$ cat src/hdl/lgep_pkg.sv
package lgep_pkg;

	localparam int GRID_W = 16;
	localparam int GRID_H = 16;
	localparam int PAD_W = GRID_W + 2;
	localparam int PAD_H = GRID_H + 2;
	localparam int NCELLS = GRID_W * GRID_H;
	localparam int NPAD = PAD_W * PAD_H;
	localparam int STACK_DEPTH = 512;
	localparam int PAD_AW = $clog2(NPAD);
	localparam int ID_W = $clog2(NCELLS);
	localparam int SP_W = $clog2(STACK_DEPTH + 1);
	localparam int STK_AW = $clog2(STACK_DEPTH);
	localparam logic [3:0] ALL_ONES = 4'b1111;

	typedef enum logic [1:0] {
		KIND_LOAD = 2'd0,
		KIND_DRIVE = 2'd1,
		KIND_PROP = 2'd2,
		KIND_READ = 2'd3
	} kind_t;

	typedef enum logic [4:0] {
		ST_CLEAR,
		ST_IDLE,
		ST_DRIVE,
		ST_POP,
		ST_POP_WAIT,
		ST_NB0,
		ST_NB1,
		ST_NB2,
		ST_NB3,
		ST_NB_WAIT,
		ST_EVAL,
		ST_PUSH0,
		ST_PUSH1,
		ST_PUSH2,
		ST_PUSH3,
		ST_READ_WAIT,
		ST_DONE
	} state_t;

	// controller to datapath
	typedef struct packed {
		logic clear_step;
		logic capture;
		logic load_table;
		logic drive_set;
		logic push_cmd;
		logic pop;
		logic [1:0] nb_rd;
		logic nb_cap;
		logic [2:0] nb_sel;
		logic tbl_rd;
		logic self_rd;
		logic eval_write;
		logic push_nb;
		logic [1:0] push_dir;
		logic read_rd;
		logic read_cap;
		logic clr_count;
		logic result_load;
		logic is_prop;
	} cmd_t;

	// datapath to controller
	typedef struct packed {
		logic clear_done;
		logic in_grid;
		logic stack_empty;
		logic at_limit;
		logic id_valid;
		logic changed;
	} stat_t;

	function automatic logic [PAD_AW-1:0] pad_idx(input logic [8:0] c, input logic [8:0] r);
		logic [PAD_AW+8:0] t;
		t = (PAD_AW + 9)'(r) * (PAD_AW + 9)'(PAD_W) + (PAD_AW + 9)'(c);
		return t[PAD_AW-1:0];
	endfunction

endpackage

$ cat src/hdl/lgep_ctrl.sv
module lgep_ctrl (
	input  logic              clk,
	input  logic              arst_n,
	input  logic              in_valid,
	output logic              in_stall,
	input  logic [1:0]        kind,
	output logic              out_valid,
	input  logic              out_stall,
	input  lgep_pkg::stat_t   st,
	output lgep_pkg::cmd_t    cmd
);

	lgep_pkg::state_t state_q, state_d;
	logic out_valid_q, out_valid_d;
	logic [1:0] kind_q;

	// state register
	always_ff @(posedge clk or negedge arst_n) begin
		if (!arst_n) begin
			state_q <= lgep_pkg::ST_CLEAR;
			out_valid_q <= 1'b0;
			kind_q <= 2'd0;
		end else begin
			state_q <= state_d;
			out_valid_q <= out_valid_d;
			if (cmd.capture) kind_q <= kind;
		end
	end

	assign out_valid = out_valid_q;
	assign in_stall = (state_q != lgep_pkg::ST_IDLE) || out_valid_q;

	// next state and commands
	always_comb begin
		state_d = state_q;
		out_valid_d = out_valid_q && out_stall;
		cmd = '0;
		cmd.is_prop = (kind_q == lgep_pkg::KIND_PROP);
		unique case (state_q)
			lgep_pkg::ST_CLEAR: begin
				cmd.clear_step = 1'b1;
				if (st.clear_done) state_d = lgep_pkg::ST_IDLE;
			end
			lgep_pkg::ST_IDLE: begin
				if (in_valid && !out_valid_q) begin
					cmd.capture = 1'b1;
					unique case (lgep_pkg::kind_t'(kind))
						lgep_pkg::KIND_LOAD: state_d = lgep_pkg::ST_DONE;
						lgep_pkg::KIND_DRIVE: state_d = lgep_pkg::ST_DRIVE;
						lgep_pkg::KIND_PROP: state_d = lgep_pkg::ST_POP;
						lgep_pkg::KIND_READ: state_d = lgep_pkg::ST_READ_WAIT;
						default: state_d = lgep_pkg::ST_DONE;
					endcase
				end
			end
			lgep_pkg::ST_DRIVE: begin
				if (st.in_grid) begin
					cmd.push_cmd = 1'b1;
					cmd.drive_set = 1'b1;
				end
				state_d = lgep_pkg::ST_DONE;
			end
			lgep_pkg::ST_READ_WAIT: begin
				cmd.read_rd = 1'b1;
				state_d = lgep_pkg::ST_DONE;
			end
			lgep_pkg::ST_POP: begin
				if (st.stack_empty || st.at_limit) begin
					state_d = lgep_pkg::ST_DONE;
				end else begin
					cmd.pop = 1'b1;
					state_d = lgep_pkg::ST_POP_WAIT;
				end
			end
			lgep_pkg::ST_POP_WAIT: begin
				state_d = lgep_pkg::ST_NB0;
			end
			lgep_pkg::ST_NB0: begin
				if (!st.id_valid) begin
					state_d = lgep_pkg::ST_POP;
				end else begin
					cmd.nb_rd = 2'd0;
					cmd.tbl_rd = 1'b1;
					state_d = lgep_pkg::ST_NB1;
				end
			end
			lgep_pkg::ST_NB1: begin
				cmd.nb_rd = 2'd1;
				cmd.nb_cap = 1'b1;
				cmd.nb_sel = 3'd0;
				state_d = lgep_pkg::ST_NB2;
			end
			lgep_pkg::ST_NB2: begin
				cmd.nb_rd = 2'd2;
				cmd.nb_cap = 1'b1;
				cmd.nb_sel = 3'd1;
				state_d = lgep_pkg::ST_NB3;
			end
			lgep_pkg::ST_NB3: begin
				cmd.nb_rd = 2'd3;
				cmd.nb_cap = 1'b1;
				cmd.nb_sel = 3'd2;
				state_d = lgep_pkg::ST_NB_WAIT;
			end
			lgep_pkg::ST_NB_WAIT: begin
				cmd.self_rd = 1'b1;
				cmd.nb_cap = 1'b1;
				cmd.nb_sel = 3'd3;
				state_d = lgep_pkg::ST_EVAL;
			end
			lgep_pkg::ST_EVAL: begin
				cmd.nb_cap = 1'b1;
				cmd.nb_sel = 3'd4;
				state_d = lgep_pkg::ST_PUSH0;
			end
			lgep_pkg::ST_PUSH0: begin
				if (!st.changed) begin
					state_d = lgep_pkg::ST_POP;
				end else begin
					cmd.eval_write = 1'b1;
					cmd.push_nb = 1'b1;
					cmd.push_dir = 2'd0;
					state_d = lgep_pkg::ST_PUSH1;
				end
			end
			lgep_pkg::ST_PUSH1: begin
				cmd.push_nb = 1'b1;
				cmd.push_dir = 2'd1;
				state_d = lgep_pkg::ST_PUSH2;
			end
			lgep_pkg::ST_PUSH2: begin
				cmd.push_nb = 1'b1;
				cmd.push_dir = 2'd2;
				state_d = lgep_pkg::ST_PUSH3;
			end
			lgep_pkg::ST_PUSH3: begin
				cmd.push_nb = 1'b1;
				cmd.push_dir = 2'd3;
				state_d = lgep_pkg::ST_POP;
			end
			lgep_pkg::ST_DONE: begin
				cmd.result_load = 1'b1;
				cmd.read_cap = 1'b1;
				out_valid_d = 1'b1;
				state_d = lgep_pkg::ST_IDLE;
			end
			default: state_d = lgep_pkg::ST_IDLE;
		endcase
	end

endmodule

$ cat config.mk
export PLATFORM = sky130hd
export DESIGN_NAME = lgep_ctrl
export DESIGN_NICKNAME = d
export VERILOG_FILES = /design/src/hdl/lgep_pkg.sv /design/src/hdl/lgep_ctrl.sv
export SDC_FILE = /design/constraint.sdc
export NUM_CORES = 1
export LEC_CHECK = 0
export ABC_AREA = 1
export BUFFER_PORTS_ARGS = -buffer_cell sky130_fd_sc_hd__buf_2
export CAP_MARGIN = 30
export CORE_MARGIN = 8
export CORE_UTILIZATION = 48
export DETAILED_ROUTE_END_ITERATION = 8
export PLACE_DENSITY_LB_ADDON = 0.12
export SLEW_MARGIN = 10
export SYNTH_ARGS = -nofsm -noshare
export SYNTH_HDL_FRONTEND = slang
export SYNTH_SLANG_ARGS = --single-unit
$ cat constraint.sdc
create_clock -name clk -period 2.2 [get_ports clk]
set_input_delay 0.44 -clock clk [delete_from_list [all_inputs] [get_ports clk]]
set_output_delay 0.44 -clock clk [all_outputs]
set_load 0.005 [all_outputs]
======== Word-level counts from Yosys, hierarchy flattened ========
Cells that the tools add are included.
word-level totals
  register bits after elaboration ......... 8
  input bits .............................. 12
  output and inout bits ................... 25
  logic and storage cells ................. 60
operators by class
  equal/unequal tests ..................... 23
  mux-type cells .......................... 25
  reductions and logical operators ........ 9
operators by type and width
  kind                                                   count
  case mux 5 bit (15 select lines)                       1
  == test 5 x 4 -> 1 bit, second input constant          8
  == test 5 x 3 -> 1 bit, second input constant          4
  case mux 4 bit (5 select lines)                        1
  case mux 5 bit (4 select lines)                        1
  2-to-1 mux 5 bit                                       3
  2-to-1 mux 1 bit                                       12
  case mux 3 bit (4 select lines)                        1
  == test 5 x 2 -> 1 bit, second input constant          2
  2-to-1 mux 4 bit                                       2
  == test 2 bit, second input constant                   3
  case mux 2 bit (3 select lines)                        1
  == test 5 x 1 -> 1 bit, second input constant          1
  == test 5 bit, second input constant                   1
  logical NOT 5 bit                                      1
  inequality test 5 x 1 -> 1 bit, second input constant  1
  2-to-1 mux 2 bit                                       2
  inequality test 2 bit, second input constant           2
  2-to-1 mux 3 bit                                       1
  == test 2 x 1 -> 1 bit, second input constant          1
  logical AND 1 bit                                      2
  logical NOT 2 bit                                      1
  logical OR 1 bit                                       2
  AND reduction 2 bit                                    1
  2 further kinds                                        2

======== Longest topological paths before layout ========
Gate-level depths: netlist of the first run.
  depth after elaboration ................. 4
  mapped depth ............................ 9
  gate-level depth less buffers ........... 9

======== Worst setup path before layout of the first run ========
OpenSTA, ideal clock, no wires.
  path type ............................... register -> output
  start point ............................. register state_q[3]
  end point ............................... output cmd[19] in the netlist's numbering
  arrival ................................. 1.156 ns
  required time ........................... 1.760 ns
  setup slack ............................. 0.604 ns
  cell stages (with the launch flop) ...... 5
  path buffers ............................ 1
  path through ............................ dfrtp_1 > nor2_4 > nand2_4 > nor3b_1 > buf_4
RTL lines
  element                 RTL line         source
  from (decl)             lgep_ctrl.sv:13  lgep_pkg::state_t state_q, state_d;
  from (signal assigned)  lgep_ctrl.sv:20  state_q <= lgep_pkg::ST_CLEAR;
  from (signal assigned)  lgep_ctrl.sv:24  state_q <= state_d;
  to (decl)               lgep_ctrl.sv:10  output lgep_pkg::cmd_t cmd

==> results of run 1 <==
## cells by family (layout without fill, tap and decap cells)
logic type / after synthesis / count (layout) / synth area share [%]
other: 1 / 2 / 0.495
and+or+nand+nor: 80 / 80 / 51.6
buffers and inverters: 28 / 61 / 15.9
DFF: 8 / 8 / 26.4
AOI/OAI and AO/OA: 8 / 8 / 5.62
## sequential cells by signal, indices dropped and copies added, names as in the netlist
signal and count:
out_valid 1, kind_q 2, state_q 5
## layer usage
metal	wire length, microns	part of all wire, %	track usage [%]	vias up
li1	-	-	-	455
met1	897	42	15.2	396
met2	1040	49	23.7	29
met3	175	8.2	5.25	2
met4	10	0.47	4.93	0
met5	0	0	0	-
## synthesized netlist by cell type
library cell	n
nor2_4	3
inv_2	3
a22oi_1	1
conb_1	1
nor3_1	1
nor2_1	26
nand3_2	2
nor3_2	1
dfrtp_1	8
o21ai_0	5
nor3b_1	1
nand4_1	4
nor2_2	4
inv_1	21
o21ai_1	2
nand2_1	26
buf_4	4
nand3_1	10
nand2_4	1
nand3b_1	1
## final timing paths
kind                         endpoint  depth (start not counted)        from
setup / recovery               cmd[7]                          6  state_q[4]
hold / removal              kind_q[0]                          1      arst_n
setup reg to reg           state_q[3]                          6  state_q[3]
hold reg to reg             kind_q[0]                          2   kind_q[0]
max in group asynchronous  state_q[1]                          1      arst_n
min in group clk            out_valid                          3   out_stall
## stage by stage
stage               util, %  cells  power, mW  instance area [sq um]
finish                 63.4    175       1.33                    943
CTS                    63.4    175       1.34                    943
global placement       61.8    172       1.21                    921
floorplan                 -    126      0.956                    761
detailed placement     61.8    172       1.22                    921
global route           63.4    175       1.47                    943
## layout make-up
class / count / area, sq um
tap: 16 / 20.0
clock buffer: 3 / 22.5
inverter: 24 / 90.1
sequential: 8 / 200
fill: 163 / 546
multi-input combinational: 90 / 440
timing repair buffer: 34 / 170
## power breakdown
| group | leakage, nW | switching (mW) | internal (mW) |
|---|---|---|---|
| Sequential | 0.103 | 0.0934 | 0.219 |
| Clock | 0.0138 | 0.0498 | 0.0624 |
| Combinational | 0.521 | 0.570 | 0.332 |
| Total | 0.638 | 0.713 | 0.613 |
==> results.json, run 1 <==
{
  "post_synth.cell_area_avg_sq_um": 6.06,
  "final_cell_mix": "buf_2, nand2_1, nor2_1, inv_1, nand3_1",
  "crit_required_ns": 1.76,
  "drv_slew": 0,
  "synthesis.area_sq_um": 757,
  "synth_warnings": 0,
  "drtIter0Drc": 27,
  "dp_hpwl_mm": 1.82,
  "synthTopCellsByArea": "dfrtp_1, nand2_1, nor2_1",
  "die_w_microns": 55.7,
  "cp_slowest_stage_delay_ns": 0.41,
  "coreArea_sq_um": 1490,
  "rrSetupSlack_ns": 0.87,
  "finalSetupViolCount": 0,
  "place_ws_ns": 0.536,
  "min_period_over_period_pct": 88.2,
  "diodes": 0,
  "crit_chain": "inv_2 > nand3_2 > nor2_1 > nand2_1 > o21ai_0 > buf_2",
  "clock_sinks": 8,
  "power-per-cell-area_nw_per_um2": 1410,
  "crit_buf_inv": 2,
  "drive_gt1_share_pct": 32.1,
  "track_usage_pct": 13.9,
  "numCtsBuffers": 3,
  "period_minus_slack_ns": 1.94,
  "clock_latency_ns": 0.25,
  "tns_ns": 0,
  "fin_hold_ws_ns": 0.0153,
  "drv_cap": 0,
  "drt_first_pass_iters": 4,
  "io_buffers": 34,
  "cp_slowest_cell": "dfrtp_1",
  "boundaryPins": 37,
  "cts_tree": "done",
  "drc_errors": 0,
  "htreeDepth": 1,
  "peakVddDrop_v": 0.000810,
  "fmax_mhz": 515,
  "final_antenna_net_count": 0,
  "antenna_found_initial": 0,
  "overflow": 0,
  "start_util_pct": 50.8,
  "rsz0062_at_grt": "false",
  "clockBufferDepth": 2,
  "hold_path.class": "input pin to asynchronous set/reset pin",
  "syn_inst": 125,
  "synth_seq_cells": 8,
  "wl_mm": 2.12,
  "skew_ns": 0.00650,
  "nNetsFinal": 173,
  "num_vias": 882,
  "final_hold_viol_count": 0,
  "placementRows": 14,
  "power.leakage_nw": 0.638,
  "critPathKind": "flip-flop to output port",
  "clkTransAtPathRegs_ns": 0.06,
  "critical-path-top-delay-family": "simple AND/OR/NAND/NOR gates",
  "hold_buffers": 0,
  "worst_slack_ns": 0.259,
  "die-area_sq_um": 3100,
  "grt_pass1_wl_mm": 3.65,
  "syn2layout_area_growth_pct": 24.6,
  "ys_types": 20,
  "cts_root_buf": "clkbuf_4",
  "cts_resized": 0,
  "routedWlPerCell_microns": 12.1,
  "arrival_ns": 1.50,
  "synth_top_area_cell": "dfrtp_1",
  "startpoint_type": "flip-flop",
  "die_h_microns": 55.7,
  "path_max_fanout": 10,
  "layout_commonest_cell": "buf_2",
  "gp_congestion": 0.934,
  "critPathCaptureType": "output port",
  "ys_seq_area_share_pct": 26.4,
  "synth_top_area_share_pct": 26.4,
  "grt_max_degree": 11,
  "grt_pass1_vias": 858,
  "vias_per_cell": 5.04,
  "status": "complete, no violations",
  "post_cts_buffers": 0
}
No activity file was read; power rests on OpenSTA's default activity.
==> run 2, diff against run 1 <==
CORE_UTILIZATION = 25   (was 48)
==> results.json, run 2 (same netlist as run 1, synthesis figures left out) <==
{
  "status": "complete, no violations",
  "clock_latency_ns": 0.24,
  "critPathCaptureType": "output port",
  "stdcell_count": 192,
  "crit_required_ns": 1.76,
  "power-per-cell-area_nw_per_um2": 1390,
  "critPathKind": "flip-flop to output port",
  "regArea_sq_um": 200,
  "gp_congestion": 0.845,
  "multi_input_comb_area_sq_um": 440,
  "drv_slew": 0,
  "overflow": 0,
  "r2r_start": "state_q[0]",
  "rsz0062_at_grt": "false",
  "hold_path.class": "input pin to asynchronous set/reset pin",
  "syn2layout_area_growth_pct": 27.4,
  "clkTransAtPathRegs_ns": 0.05,
  "finalSetupViolCount": 0,
  "period_minus_slack_ns": 1.95,
  "numCtsBuffers": 3,
  "arrival_ns": 1.51,
  "drtIter0Drc": 42,
  "peakVddDrop_v": 0.000503,
  "diodes": 0,
  "grt_pass1_vias": 862,
  "tns_ns": 0,
  "nNetsFinal": 173,
  "drt_first_pass_iters": 4,
  "drc_errors": 0,
  "regMostFlops": "state_q",
  "hold_buffers": 0,
  "die-area_sq_um": 5040,
  "cts_tree": "done",
  "boundaryPins": 37,
  "final_antenna_net_count": 0,
  "vias_per_cell": 4.70,
  "path_max_fanout": 6,
  "clock_sinks": 8,
  "layout_commonest_cell": "buf_2",
  "largest_reg_flops": 5,
  "num_vias": 902,
  "final_cell_mix": "buf_2, nand2_1, nor2_1, inv_1, nand3_1",
  "cts_root_buf": "clkbuf_4",
  "post_cts_buffers": 0,
  "grt_pass1_wl_mm": 3.87,
  "dp_hpwl_mm": 1.98,
  "antenna_found_initial": 0,
  "min_period_over_period_pct": 88.7,
  "final_hold_viol_count": 0,
  "coreArea_sq_um": 2980,
  "crit_path_start": "state_q[0]",
  "grt_max_degree": 11,
  "wl_mm": 2.28,
  "power.leakage_nw": 0.638,
  "cts_resized": 0,
  "die_w_microns": 71.0,
  "startpoint_type": "flip-flop",
  "drv_cap": 0,
  "skew_ns": 0.00166,
  "start_util_pct": 25.4,
  "fmax_mhz": 512,
  "die_h_microns": 71.0,
  "routedWlPerCell_microns": 11.9,
  "place_inst": 189,
  "track_usage_pct": 9.19,
  "clockBufferDepth": 2,
  "drive_gt1_share_pct": 32.1,
  "nFillCells": 345,
  "htreeDepth": 1,
  "placementRows": 20,
  "io_buffers": 34
}
run 2: cell counts in the layout (fill, tap and decap cells not counted):
Identical to the previous run, type by type.
run 2: critical path, stage by stage, from the launching register on:
cell and delay [ns]:
dfrtp_1 0.49, inv_2 0.10, nor2_4 0.12, inv_2 0.10
nor2_4 0.13, nand2_1 0.14, inv_1 0.08, buf_2 0.11
run 2: path summary, 6_finish.rpt:
| path | endpoint | slack [ns] | cells after the start |
|---|---|---|---|
| min in group clk | out_valid | 0.42 | 3 |
| worst min-delay path | state_q[0] | 0.03 | 1 |
| worst min register to register | kind_q[1] | 0.49 | 2 |
| worst max-delay path | cmd[21] | 0.25 | 7 |
| max in group asynchronous | state_q[3] | 2.00 | 1 |
| worst max register to register | state_q[1] | 0.84 | 8 |
run 2: layer usage:
| layer | track usage [%] | vias up | routed length (microns) |
|---|---|---|---|
| met5 | 0 | - | 0 |
| met3 | 3.25 | 2 | 202 |
| li1 | - | 454 | - |
| met2 | 15.4 | 33 | 1090 |
| met4 | 3.00 | 0 | 19 |
| met1 | 10.5 | 413 | 969 |
run 2: area by class of cell:
type	instances	share of cell area [%]
Clock buffer	3	2.33
Timing Repair Buffer	34	17.6
Sequential cell	8	20.8
Inverter	24	9.34
Tap cell	33	4.28
Multi-Input combinational cell	90	45.7
run 2: metrics by stage:
step | power [mW] | instance area, sq um | hold WS [ns] | setup slack, ns | util (%)
global placement | 1.27 | 942 | 0.295 | 0.485 | 31.6
detailed placement | 1.24 | 942 | 0.299 | 0.519 | 31.6
CTS | 1.36 | 965 | 0.0307 | 0.241 | 32.4
floorplan | 0.956 | 761 | 0.144 | 0.604 | -
global route | 1.50 | 965 | 0.0265 | 0.0826 | 32.4
finish | 1.34 | 965 | 0.0287 | 0.248 | 32.4
run 2: power breakdown:
part,switching [mW],internal [mW]
registers,0.0975,0.218
logic,0.580,0.331
clock network,0.0467,0.0622
total,0.724,0.612
==> run 3, diff against run 2 <==
==> constraint.sdc (replaced) <==
create_clock -name clk -period 2.2 [get_ports clk]
set_input_delay 0.33 -clock clk [delete_from_list [all_inputs] [get_ports clk]]
set_output_delay 0.33 -clock clk [all_outputs]
set_load 0.005 [all_outputs]
==> results.json, run 3 (same netlist as run 1, synthesis figures left out) <==
{
  "die_h_microns": 71.0,
  "fmax_mhz": 544,
  "numCtsBuffers": 3,
  "largest_reg_flops": 5,
  "track_usage_pct": 9.25,
  "reg2reg_depth": 8,
  "regMostFlops": "state_q",
  "finalSetupViolCount": 0,
  "peakVddDrop_v": 0.000504,
  "hold_path.class": "input pin to flip-flop",
  "hold_path_depth": 3,
  "syn2layout_area_growth_pct": 28.8,
  "cts_tree": "done",
  "rsz0062_at_grt": "false",
  "dp_hpwl_mm": 1.98,
  "crit_required_ns": 1.87,
  "multi_input_comb_area_sq_um": 440,
  "grt_pass1_vias": 873,
  "power-per-cell-area_nw_per_um2": 1370,
  "clkTransAtPathRegs_ns": 0.05,
  "power.leakage_nw": 0.642,
  "cts_resized": 0,
  "boundaryPins": 37,
  "critPathKind": "flip-flop to output port",
  "clockBufferDepth": 2,
  "tns_ns": 0,
  "drt_first_pass_iters": 4,
  "critPathCaptureType": "output port",
  "period_minus_slack_ns": 1.84,
  "arrival_ns": 1.51,
  "die-area_sq_um": 5040,
  "startpoint_type": "flip-flop",
  "worst_slack_ns": 0.361,
  "final_cell_mix": "buf_2, nand2_1, nor2_1, inv_1, nand3_1",
  "skew_ns": 0.00219,
  "crit_chain": "inv_2 > nor2_4 > inv_2 > nor2_4 > nand2_1 > inv_1 > buf_2",
  "antenna_found_initial": 0,
  "hold_end": "out_valid",
  "cts_root_buf": "clkbuf_4",
  "cp_slowest_cell": "dfrtp_1",
  "min_from": "out_stall",
  "die_w_microns": 71.0,
  "overflow": 0,
  "clock_sinks": 8,
  "min_period_over_period_pct": 83.6,
  "final_hold_viol_count": 0,
  "drc_errors": 0,
  "diodes": 0,
  "nFillCells": 345,
  "drtIter0Drc": 46,
  "htreeDepth": 1,
  "num_vias": 900,
  "coreArea_sq_um": 2980,
  "placementRows": 20,
  "gp_congestion": 0.845,
  "r2r-end": "state_q[1]",
  "start_util_pct": 25.4,
  "drv_cap": 0,
  "io_buffers": 34,
  "rrSetupSlack_ns": 0.84,
  "layout_commonest_cell": "buf_2",
  "grt_pass1_wl_mm": 3.90,
  "routedWlPerCell_microns": 11.9,
  "place_ws_ns": 0.629,
  "vias_per_cell": 4.66,
  "r2r_start": "state_q[0]",
  "clock_latency_ns": 0.24,
  "nNetsFinal": 174,
  "wl_mm": 2.29,
  "cp_slowest_stage_delay_ns": 0.49,
  "status": "complete, no violations",
  "grt_max_degree": 11,
  "drive_gt1_share_pct": 31.9,
  "drv_slew": 0,
  "total_power_mw": 1.34,
  "path_max_fanout": 6,
  "final_antenna_net_count": 0,
  "regArea_sq_um": 200
}
[run 3: changes by cell type in the layout (fill, tap and decap cells not counted)]
cell,before,now
dlygate4sd3_1,0,1
[run 3: critical path: cells and delay by family (launching register included)]
| family | cells | cell delay (ns) |
|---|---|---|
| DFF | 1 | 0.49 |
| and+or+nand+nor | 3 | 0.39 |
| buffers and inverters | 4 | 0.39 |
[run 3: metrics by stage]
step / instance area, sq um / hold WS, ns / cells / util [%]
4_1_cts: 975 / 0.308 / 193 / 32.7
2_1_floorplan: 761 / 0.0344 / 126 / -
5_1_grt: 975 / 0.350 / 193 / 32.7
6_report: 975 / 0.309 / 193 / 32.7
3_3_place_gp: 942 / 0.185 / 189 / 31.6
3_5_place_dp: 942 / 0.189 / 189 / 31.6
[run 3: what timing repair did]
action	in CTS	in global routing
endpoints found under the hold margin	8	0
buffers inserted	0	0
hold buffers	1	0
[run 3: cell type report]
type	count	area share, %
Clock buffer	3	2.31
Inverter	24	9.24
Multi-Input combinational cell	90	45.2
Sequential cell	8	20.5
Tap cell	33	4.24
Timing Repair Buffer	35	18.5
[run 3: report_power, final]
part           leakage, nW  switching [mW]  internal [mW]  total (mW)
clock               0.0138          0.0465         0.0622       0.109
combinational        0.525           0.580          0.332       0.913
sequential           0.103          0.0975          0.218       0.316
[run 3: worst max path at each step]
stage                    start      end  slack (ns)  depth (start not counted)
floorplan           state_q[3]  cmd[19]        0.71                          4
global placement    state_q[0]  cmd[21]        0.59                          7
detailed placement  state_q[3]  cmd[21]        0.63                          6
CTS                 state_q[3]  cmd[21]        0.35                          6
global route        state_q[4]   cmd[7]        0.19                          6
finish              state_q[0]  cmd[21]        0.36                          7
[run 3: routing by layer]
layer	vias to the layer above	global-route usage [%]	wire length [microns]
met1	412	10.5	976
li1	456	-	-
met2	30	15.7	1100
met5	-	0	0
met3	2	3.25	199
met4	0	3.00	19
